<file path="config.mk">
export PLATFORM = sky130hd
export DESIGN_NAME = stream_reverse_in_groups_of_k_core
export DESIGN_NICKNAME = d
export VERILOG_FILES = /design/src/design/rgk_pkg.sv /design/src/design/rgk_drain.sv /design/src/design/stream_reverse_in_groups_of_k_core.sv
export SDC_FILE = /design/constraint.sdc
export NUM_CORES = 2
export LEC_CHECK = 0
export ABC_CLOCK_PERIOD_IN_PS = 4300
export BUFFER_PORTS_ARGS = -buffer_cell sky130_fd_sc_hd__buf_4
export CORE_UTILIZATION = 35
export CTS_BUF_LIST = sky130_fd_sc_hd__clkbuf_2 sky130_fd_sc_hd__clkbuf_4 sky130_fd_sc_hd__clkbuf_8
export DETAILED_ROUTE_END_ITERATION = 10
export PLACE_DENSITY = 0.54
export SKIP_LAST_GASP = 1
export SLEW_MARGIN = 20
export SYNTH_ARGS = -nofsm -noshare
export SYNTH_HDL_FRONTEND = slang
export SYNTH_SLANG_ARGS = --single-unit
</file>
<file path="constraint.sdc">
create_clock -name clk -period 4.3 [get_ports clk]
set_input_delay 0.215 -clock clk [delete_from_list [all_inputs] [get_ports clk]]
set_output_delay 0.215 -clock clk [all_outputs]
set_load 0.005 [all_outputs]
</file>
<file path="src/design/rgk_pkg.sv">
// rgk_pkg: shared types and constants for the group-reversing stream block.
// No dependencies.

package rgk_pkg;

    localparam int MAX_GROUP  = 16;
    localparam int DATA_WIDTH = 32;
    localparam int CFG_W      = 5;
    localparam int IDX_W      = $clog2(MAX_GROUP);
    localparam int CNT_W      = $clog2(MAX_GROUP + 1);
    localparam int ADDR_W     = IDX_W + 1;

    typedef struct packed {
        logic signed [DATA_WIDTH-1:0] value;
        logic                         list_end;
    } in_item_t;

    typedef struct packed {
        logic signed [DATA_WIDTH-1:0] out_value;
        logic                         run_last;
        logic                         out_list_end;
    } out_item_t;

    typedef struct packed {
        logic                    en;
        logic [ADDR_W-1:0]       addr;
        logic [DATA_WIDTH-1:0]   data;
    } wr_req_t;

    typedef struct packed {
        logic             start;
        logic             bank;
        logic [CNT_W-1:0] count;
        logic             rev;
        logic             list_end;
    } drain_req_t;

endpackage

</file>
<file path="src/design/rgk_drain.sv">
// rgk_drain: two-bank group memory with the read sequencer and output register.
// Depends on rgk_pkg.

module rgk_drain
(
    input  logic                clk,
    input  logic                rst_n,
    input  rgk_pkg::wr_req_t    wr,
    input  rgk_pkg::drain_req_t req,
    output logic                busy,
    output logic                dst_valid,
    input  logic                dst_stall,
    output rgk_pkg::out_item_t  dst_data
);

    logic [rgk_pkg::DATA_WIDTH-1:0] mem [1 << rgk_pkg::ADDR_W];

    logic                       act_reg, act_next;
    logic                       bank_reg;
    logic [rgk_pkg::CNT_W-1:0]  n_reg;
    logic                       rev_reg;
    logic                       end_reg;
    logic [rgk_pkg::CNT_W-1:0]  i_reg, i_next;

    logic                           rd_vld_reg, rd_vld_next;
    logic [rgk_pkg::DATA_WIDTH-1:0] rd_data_reg;
    logic                           rd_last_reg;
    logic                           rd_end_reg;

    logic                 out_vld_reg, out_vld_next;
    rgk_pkg::out_item_t   out_reg;

    logic                       mv;
    logic                       rd_en;
    logic                       last;
    logic [rgk_pkg::CNT_W-1:0]  idx;
    logic [rgk_pkg::ADDR_W-1:0] rd_addr;

    assign mv    = rd_vld_reg && (!out_vld_reg || !dst_stall);
    assign rd_en = act_reg && (!rd_vld_reg || mv);
    assign last  = (i_reg + rgk_pkg::CNT_W'(1)) == n_reg;
    assign idx   = rev_reg ? (n_reg - rgk_pkg::CNT_W'(1) - i_reg) : i_reg;
    assign rd_addr = {bank_reg, idx[rgk_pkg::IDX_W-1:0]};

    always_comb
    begin
        act_next = act_reg;
        i_next   = i_reg;
        if (req.start)
        begin
            act_next = 1'b1;
            i_next   = '0;
        end
        else if (rd_en)
        begin
            i_next = i_reg + rgk_pkg::CNT_W'(1);
            if (last)
                act_next = 1'b0;
        end
    end

    always_comb
    begin
        rd_vld_next = rd_vld_reg;
        if (rd_en)
            rd_vld_next = 1'b1;
        else if (mv)
            rd_vld_next = 1'b0;
    end

    always_comb
    begin
        out_vld_next = out_vld_reg;
        if (mv)
            out_vld_next = 1'b1;
        else if (out_vld_reg && !dst_stall)
            out_vld_next = 1'b0;
    end

    always_ff @(posedge clk)
    begin
        if (wr.en)
            mem[wr.addr] <= wr.data;
        if (rd_en)
            rd_data_reg <= mem[rd_addr];
    end

    always_ff @(posedge clk or negedge rst_n)
    begin
        if (!rst_n)
        begin
            act_reg     <= 1'b0;
            i_reg       <= '0;
            rd_vld_reg  <= 1'b0;
            out_vld_reg <= 1'b0;
        end
        else
        begin
            act_reg     <= act_next;
            i_reg       <= i_next;
            rd_vld_reg  <= rd_vld_next;
            out_vld_reg <= out_vld_next;
        end
    end

    always_ff @(posedge clk)
    begin
        if (req.start)
        begin
            bank_reg <= req.bank;
            n_reg    <= req.count;
            rev_reg  <= req.rev;
            end_reg  <= req.list_end;
        end
        if (rd_en)
        begin
            rd_last_reg <= last;
            rd_end_reg  <= last && end_reg;
        end
        if (mv)
        begin
            out_reg.out_value    <= rd_data_reg;
            out_reg.run_last     <= rd_last_reg;
            out_reg.out_list_end <= rd_end_reg;
        end
    end

    assign busy      = act_reg;
    assign dst_valid = out_vld_reg;
    assign dst_data  = out_reg;

endmodule

</file>
<file path="src/design/stream_reverse_in_groups_of_k_core.sv">
// stream_reverse_in_groups_of_k_core: top level, fill control and group size register.
// Depends on rgk_pkg and rgk_drain.
//
//  channel  signals                      direction  payload
//  src      src_valid/src_stall/src_data in         value, list_end
//  dst      dst_valid/dst_stall/dst_data out        out_value, run_last, out_list_end
//  cfg      cfg_valid/cfg_ready/cfg_data in         group_size
//
// One item is taken per cycle while it only fills a bank.
// An item that closes a group starts a drain; results leave one per cycle while dst_stall
// is low, through the memory read register and the output register.
// An item that would close a group is stalled while the previous group is still issuing
// reads, so a group of n holds the read port for n reads.
// Reset (rst_n, async) empties the fill count, selects bank 0, sets group size 1.

module stream_reverse_in_groups_of_k_core
(
    input  logic                     clk,
    input  logic                     rst_n,
    input  logic                     src_valid,
    output logic                     src_stall,
    input  rgk_pkg::in_item_t        src_data,
    output logic                     dst_valid,
    input  logic                     dst_stall,
    output rgk_pkg::out_item_t       dst_data,
    input  logic                     cfg_valid,
    output logic                     cfg_ready,
    input  logic [rgk_pkg::CFG_W-1:0] cfg_data
);

    logic [rgk_pkg::CFG_W-1:0] gsize_reg;
    logic [rgk_pkg::CNT_W-1:0] fill_cnt_reg, fill_cnt_next;
    logic                      fill_bank_reg, fill_bank_next;

    logic [rgk_pkg::CNT_W-1:0] k;
    logic [rgk_pkg::CNT_W-1:0] n;
    logic                      full;
    logic                      trigger;
    logic                      accept;
    logic                      busy;

    rgk_pkg::wr_req_t    wr;
    rgk_pkg::drain_req_t req;

    always_comb
    begin
        if (gsize_reg == '0)
            k = rgk_pkg::CNT_W'(1);
        else if (32'(gsize_reg) > rgk_pkg::MAX_GROUP)
            k = rgk_pkg::CNT_W'(rgk_pkg::MAX_GROUP);
        else
            k = rgk_pkg::CNT_W'(gsize_reg);
    end

    assign n         = fill_cnt_reg + rgk_pkg::CNT_W'(1);
    assign full      = n >= k;
    assign trigger   = full || src_data.list_end;
    assign src_stall = busy && trigger;
    assign accept    = src_valid && !src_stall;
    assign cfg_ready = 1'b1;

    always_comb
    begin
        fill_cnt_next  = fill_cnt_reg;
        fill_bank_next = fill_bank_reg;
        if (accept)
        begin
            if (trigger)
            begin
                fill_cnt_next  = '0;
                fill_bank_next = !fill_bank_reg;
            end
            else
            begin
                fill_cnt_next = n;
            end
        end
    end

    always_comb
    begin
        wr.en        = accept;
        wr.addr      = {fill_bank_reg, fill_cnt_reg[rgk_pkg::IDX_W-1:0]};
        wr.data      = src_data.value;
        req.start    = accept && trigger;
        req.bank     = fill_bank_reg;
        req.count    = n;
        req.rev      = full;
        req.list_end = src_data.list_end;
    end

    always_ff @(posedge clk or negedge rst_n)
    begin
        if (!rst_n)
        begin
            gsize_reg     <= rgk_pkg::CFG_W'(1);
            fill_cnt_reg  <= '0;
            fill_bank_reg <= 1'b0;
        end
        else
        begin
            if (cfg_valid && cfg_ready)
                gsize_reg <= cfg_data;
            fill_cnt_reg  <= fill_cnt_next;
            fill_bank_reg <= fill_bank_next;
        end
    end

    rgk_drain u_drain
    (
        .clk       (clk),
        .rst_n     (rst_n),
        .wr        (wr),
        .req       (req),
        .busy      (busy),
        .dst_valid (dst_valid),
        .dst_stall (dst_stall),
        .dst_data  (dst_data)
    );

    a_fill_range: assert property (@(posedge clk) disable iff (!rst_n)
        32'(fill_cnt_reg) < rgk_pkg::MAX_GROUP)
        else $error("fill count out of range");

    a_start_busy: assert property (@(posedge clk) disable iff (!rst_n)
        req.start |=> busy)
        else $error("drain did not start");

    a_end_is_last: assert property (@(posedge clk) disable iff (!rst_n)
        (dst_valid && dst_data.out_list_end) |-> dst_data.run_last)
        else $error("list end on a result that is not the last of its run");

    a_bank_flip: assert property (@(posedge clk) disable iff (!rst_n)
        req.start |=> (fill_bank_reg != $past(fill_bank_reg) && fill_cnt_reg == '0))
        else $error("bank not switched after group close");

endmodule
</file>
==> impl_table.tex <==
\begin{tabular}{lr}
\hline
Metric & Value \\
\hline
\multicolumn{2}{l}{\textbf{Status}} \\
Run status & complete, but fails checks \\
Violations in the final reports & design-rule violations \\
\multicolumn{2}{l}{\textbf{Die}} \\
Floorplan die width & between 300 and 400 um \\
Effective utilization at floorplan & $\sim$35\% \\
Die H & roughly 370 um \\
IO Pins & 80 \\
Placement Rows & between 100 and 150 \\
Die area & between 100000 and 150000 sq um \\
Area of the core region & $\sim$130000 sq um \\
\multicolumn{2}{l}{\textbf{Power and ir drop}} \\
Final total power & 39.4 mW \\
Power per cell area & between 700 and 800 nW/um\^{}2 \\
Leakage power of the design & around 17 nW \\
Worst VDD drop & 0.000575 V \\
\multicolumn{2}{l}{\textbf{Timing}} \\
Hold Fails Final Rpt & 0 \\
Final worst path period share & between 90\% and 100\% \\
Pin slew with the least headroom to its limit & about 1200 ps \\
Setup repair after global routing missed its margin & false \\
Final setup violation count & 0 \\
Max-slew violation count & 0 \\
Min cycle time layout & roughly 4000 ps \\
Worst-case headroom to the max-slew limit & between 20\% and 30\% \\
Final clock skew & 43.6 ps \\
Achievable frequency & $\sim$250 MHz \\
Setup TNS & 0 ps \\
Worst Slack Setup Final & approximately 280 ps \\
\multicolumn{2}{l}{\textbf{Synthesis}} \\
Synthesized Nets & roughly 3.2k \\
Share of synthesized cell area in full adder, half adder and majority cells & less than 1\% \\
Most frequent cell after synthesis & edfxtp\_1 \\
Number of enable-type register cells in the synthesized netlist & 1100 \\
Post-synthesis share of cell area spent on and, or, nand and nor gates & 8.20\% \\
Portion of synthesized cell area occupied by the leading cell type & between 60\% and 70\% \\
Dominant combinational cell family by area after synthesis & compound AO/OA/AOI/OAI gates \\
Fraction of synthesis flops using an asynchronous set or reset pin & under 10\% \\
Sequential-to-total area share from yosys stat & about 70\% \\
Mux share of post-synthesis cell area & under 10\% \\
Warnings, synthesis & 0 \\
Post-synthesis average cell area & approximately 15 sq um \\
Synth Flop Type & edfxtp\_1 \\
Distinct cells, synth & 56 \\
Synth Register Bits & around 1.1k \\
Xor and xnor area share after synthesis & less than 1\% \\
Synthesized cell area & between 40000 and 50000 sq um \\
Leading post-synthesis cells by cell area & edfxtp\_1, mux4\_2, o211ai\_1 \\
Library cell occupying the most area in the post-synthesis netlist & edfxtp\_1 \\
Post-synthesis compound-gate area fraction & between 10\% and 20\% \\
Synthesized instance count & $\sim$3.1k \\
Commonest cells in the netlist & edfxtp\_1, nor2\_1, nor3\_1, o211ai\_1, clkbuf\_1 \\
\multicolumn{2}{l}{\textbf{Worst setup path}} \\
Dominant delay contributor by cell family on the critical path & adder cells \\
Highest-delay cell along the critical path & fa\_4 \\
Setup slack of the most critical reg-to-reg path & between 200 and 300 ps \\
Reg-to-reg critical path startpoint & u\_drain.i\_reg[0] \\
Critical path start-end classification & reg2reg \\
Cell depth of the worst setup path & 12 \\
Capturing point of the worst reg2reg path & u\_drain.rd\_data\_reg[21] \\
Worst path max stage delay & a little over 1000 ps \\
Cell-by-cell trace of the critical path & inv\_4, ha\_4, fa\_4, buf\_12, buf\_12, buf\_4, nor3\_1, nor4\_1, a2111oi\_0, nor4\_1, buf\_4, a21oi\_1 \\
Arrival time worst endpoint & 4620 ps \\
Data required time of the worst path & slightly below 5000 ps \\
Path depth of the worst reg2reg path & 12 \\
Critical Path End Type & flip-flop \\
CP Buf/Inv Count & 5 \\
CP Max Fanout & 36 \\
Crit start category & flip-flop \\
\multicolumn{2}{l}{\textbf{Run}} \\
Max-Cap Viols & 0 \\
\multicolumn{2}{l}{\textbf{Routing}} \\
Via density & 5.91 \\
DR DRC count & 6 \\
Average routed wire per standard cell & 27.8 um \\
Violation count after the first detailed-routing iteration & between 3k and 4k \\
Count of nets left with antenna violations after detail routing & 0 \\
First-pass detailed-route iteration total & 11 \\
Vias after detailed routing & 31.2k \\
Final routed wirelength across all metal layers & roughly 150000 um \\
\multicolumn{2}{l}{\textbf{Worst hold path}} \\
HP Class & in2reg \\
Worst min-delay path endpoint & u\_drain.end\_reg \\
Worst hold path depth & 2 \\
Hold Path Origin & src\_data[0] \\
\multicolumn{2}{l}{\textbf{CTS}} \\
Number of buffers created by CTS & $\sim$180 \\
Setup fix buffers added after clock tree synthesis & 0 \\
Insertion delay of the later-clocked pin in the worst-skew pair & $\sim$900 ps \\
TritonCTS clock tree & done \\
Level count of the clock H-tree & 4 \\
Largest buffer count on any clock path & 3 \\
Number of sinks driven by the clock tree & between 1k and 1.5k \\
Clock root buffer & clkbuf\_8 \\
Clock slew at reported path FFs & 60 ps \\
\multicolumn{2}{l}{\textbf{Layout}} \\
Fraction of layout cells with a size suffix above 1 & 22.9\% \\
Flip-flop count of the largest register, all copies and words added & between 1k and 1.5k \\
Filler cell count & between 10k and 15k \\
Fin util & about two fifths \\
Area growth syn-to-layout & 16.8\% \\
Multi-input combinational cell area & $\sim$13000 sq um \\
Fin nets & $\sim$3.4k \\
Area taken by flip-flops and latches & about 34000 sq um \\
\multicolumn{2}{l}{\textbf{Place}} \\
Worst setup slack after placement & about 350 ps \\
RePlAce Congestion & 0.801 \\
Post-DP HPWL & a little over 80000 um \\
Number of port buffers & 78 \\
\multicolumn{2}{l}{\textbf{GRT}} \\
Initial antenna violation count & 6 \\
Largest net degree at the start of global routing & 129 \\
Global Route Usage Sum & about a fifth \\
First-pass GRT wire length & $\sim$210000 um \\
Global-route congestion overflow total & 0 \\
Vias in the first global route & $\sim$30k \\
\hline
\end{tabular}
-- metal layers --
metal	track usage [%]	wire length, um	vias to the layer above	share of wire [%]
met5	0	20	-	0.014
met4	7.06	3730	2	2.5
met3	3.42	12400	234	8.5
met2	33.4	68200	1716	46
met1	30.1	62700	16071	43
li1	-	-	13191	-
-- worst max path at each step --
| stage | end | slack [ps] | from |
|---|---|---|---|
| finish | u_drain.rd_data_reg[21] | 280 | u_drain.i_reg[0] |
| global route | u_drain.rd_data_reg[21] | 70 | u_drain.i_reg[0] |
| CTS | u_drain.rd_data_reg[21] | 310 | u_drain.i_reg[0] |
| detailed placement | u_drain.rd_data_reg[21] | 350 | u_drain.i_reg[0] |
| global placement | u_drain.rd_data_reg[21] | 330 | u_drain.i_reg[0] |
| floorplan | u_drain.mem[20][0] | 160 | fill_cnt_reg[2] |
-- where the power goes --
part	internal [mW]	leakage, nW	switching, mW	total [mW]
logic	6.49	5.41	10.3	16.8
clock network	4.79	1.85	4.32	9.11
registers	13.0	10.2	0.484	13.5
total	24.3	17.4	15.1	39.4
-- area by class of cell --
cell class / instances / share of cell area, %
well taps: 1768 / 4.00
clock inverters: 70 / 0.868
inverters: 13 / 0.111
diodes: 3 / 0.0136
flip-flops and latches: 1119 / 60.7
repair buffers: 318 / 5.37
multi-input cells: 1746 / 23.5
clock buffers: 247 / 5.46
-- cell families (layout without fill, tap and decap cells) --
kind of cell,count (synthesis),count (layout)
buffers and inverters,279,648
muxes,201,201
adders and majority gates,14,14
DFF,1119,1119
and+or+nand+nor,854,854
AOI/OAI and AO/OA,663,663
other,1,4
xor gates and xnor gates,13,13
-- cell usage in the layout, fill, tap and decap left out, drive strengths merged, types with 59 or more instances in the layout --
cell type	n
nor2	420
a21oi	92
o211ai	218
buf	271
clkbuf	247
o22ai	94
mux2	69
nor3	244
nand3	64
nor4	85
mux4	128
edfxtp	1100
o21ai	59
-- per-stage QoR --
stage	area (sq um)	cells	hold WS (ps)
floorplan	47300	3144	-80.6
global placement	51300	4917	111
detailed placement	51300	4917	115
CTS	55200	5281	37.1
global route	55200	5282	116
finish	55200	5284	115
-- worst reg2reg max path, cell delays in order, from the launching register on --
cell and delay, ps:
dfrtp_4 440, inv_4 50, ha_4 160, fa_4 1030, buf_12 280, buf_12 240
buf_4 200, nor3_1 70, nor4_1 170, a2111oi_0 100, nor4_1 720, buf_4 220
a21oi_1 60
-- timing repair --
action | CTS | global route
resized for setup | 0 | 0
hold endpoints to repair | 1074 | 0
hold buffers | 47 | 0
No activity file was read; power rests on OpenSTA's default activity.
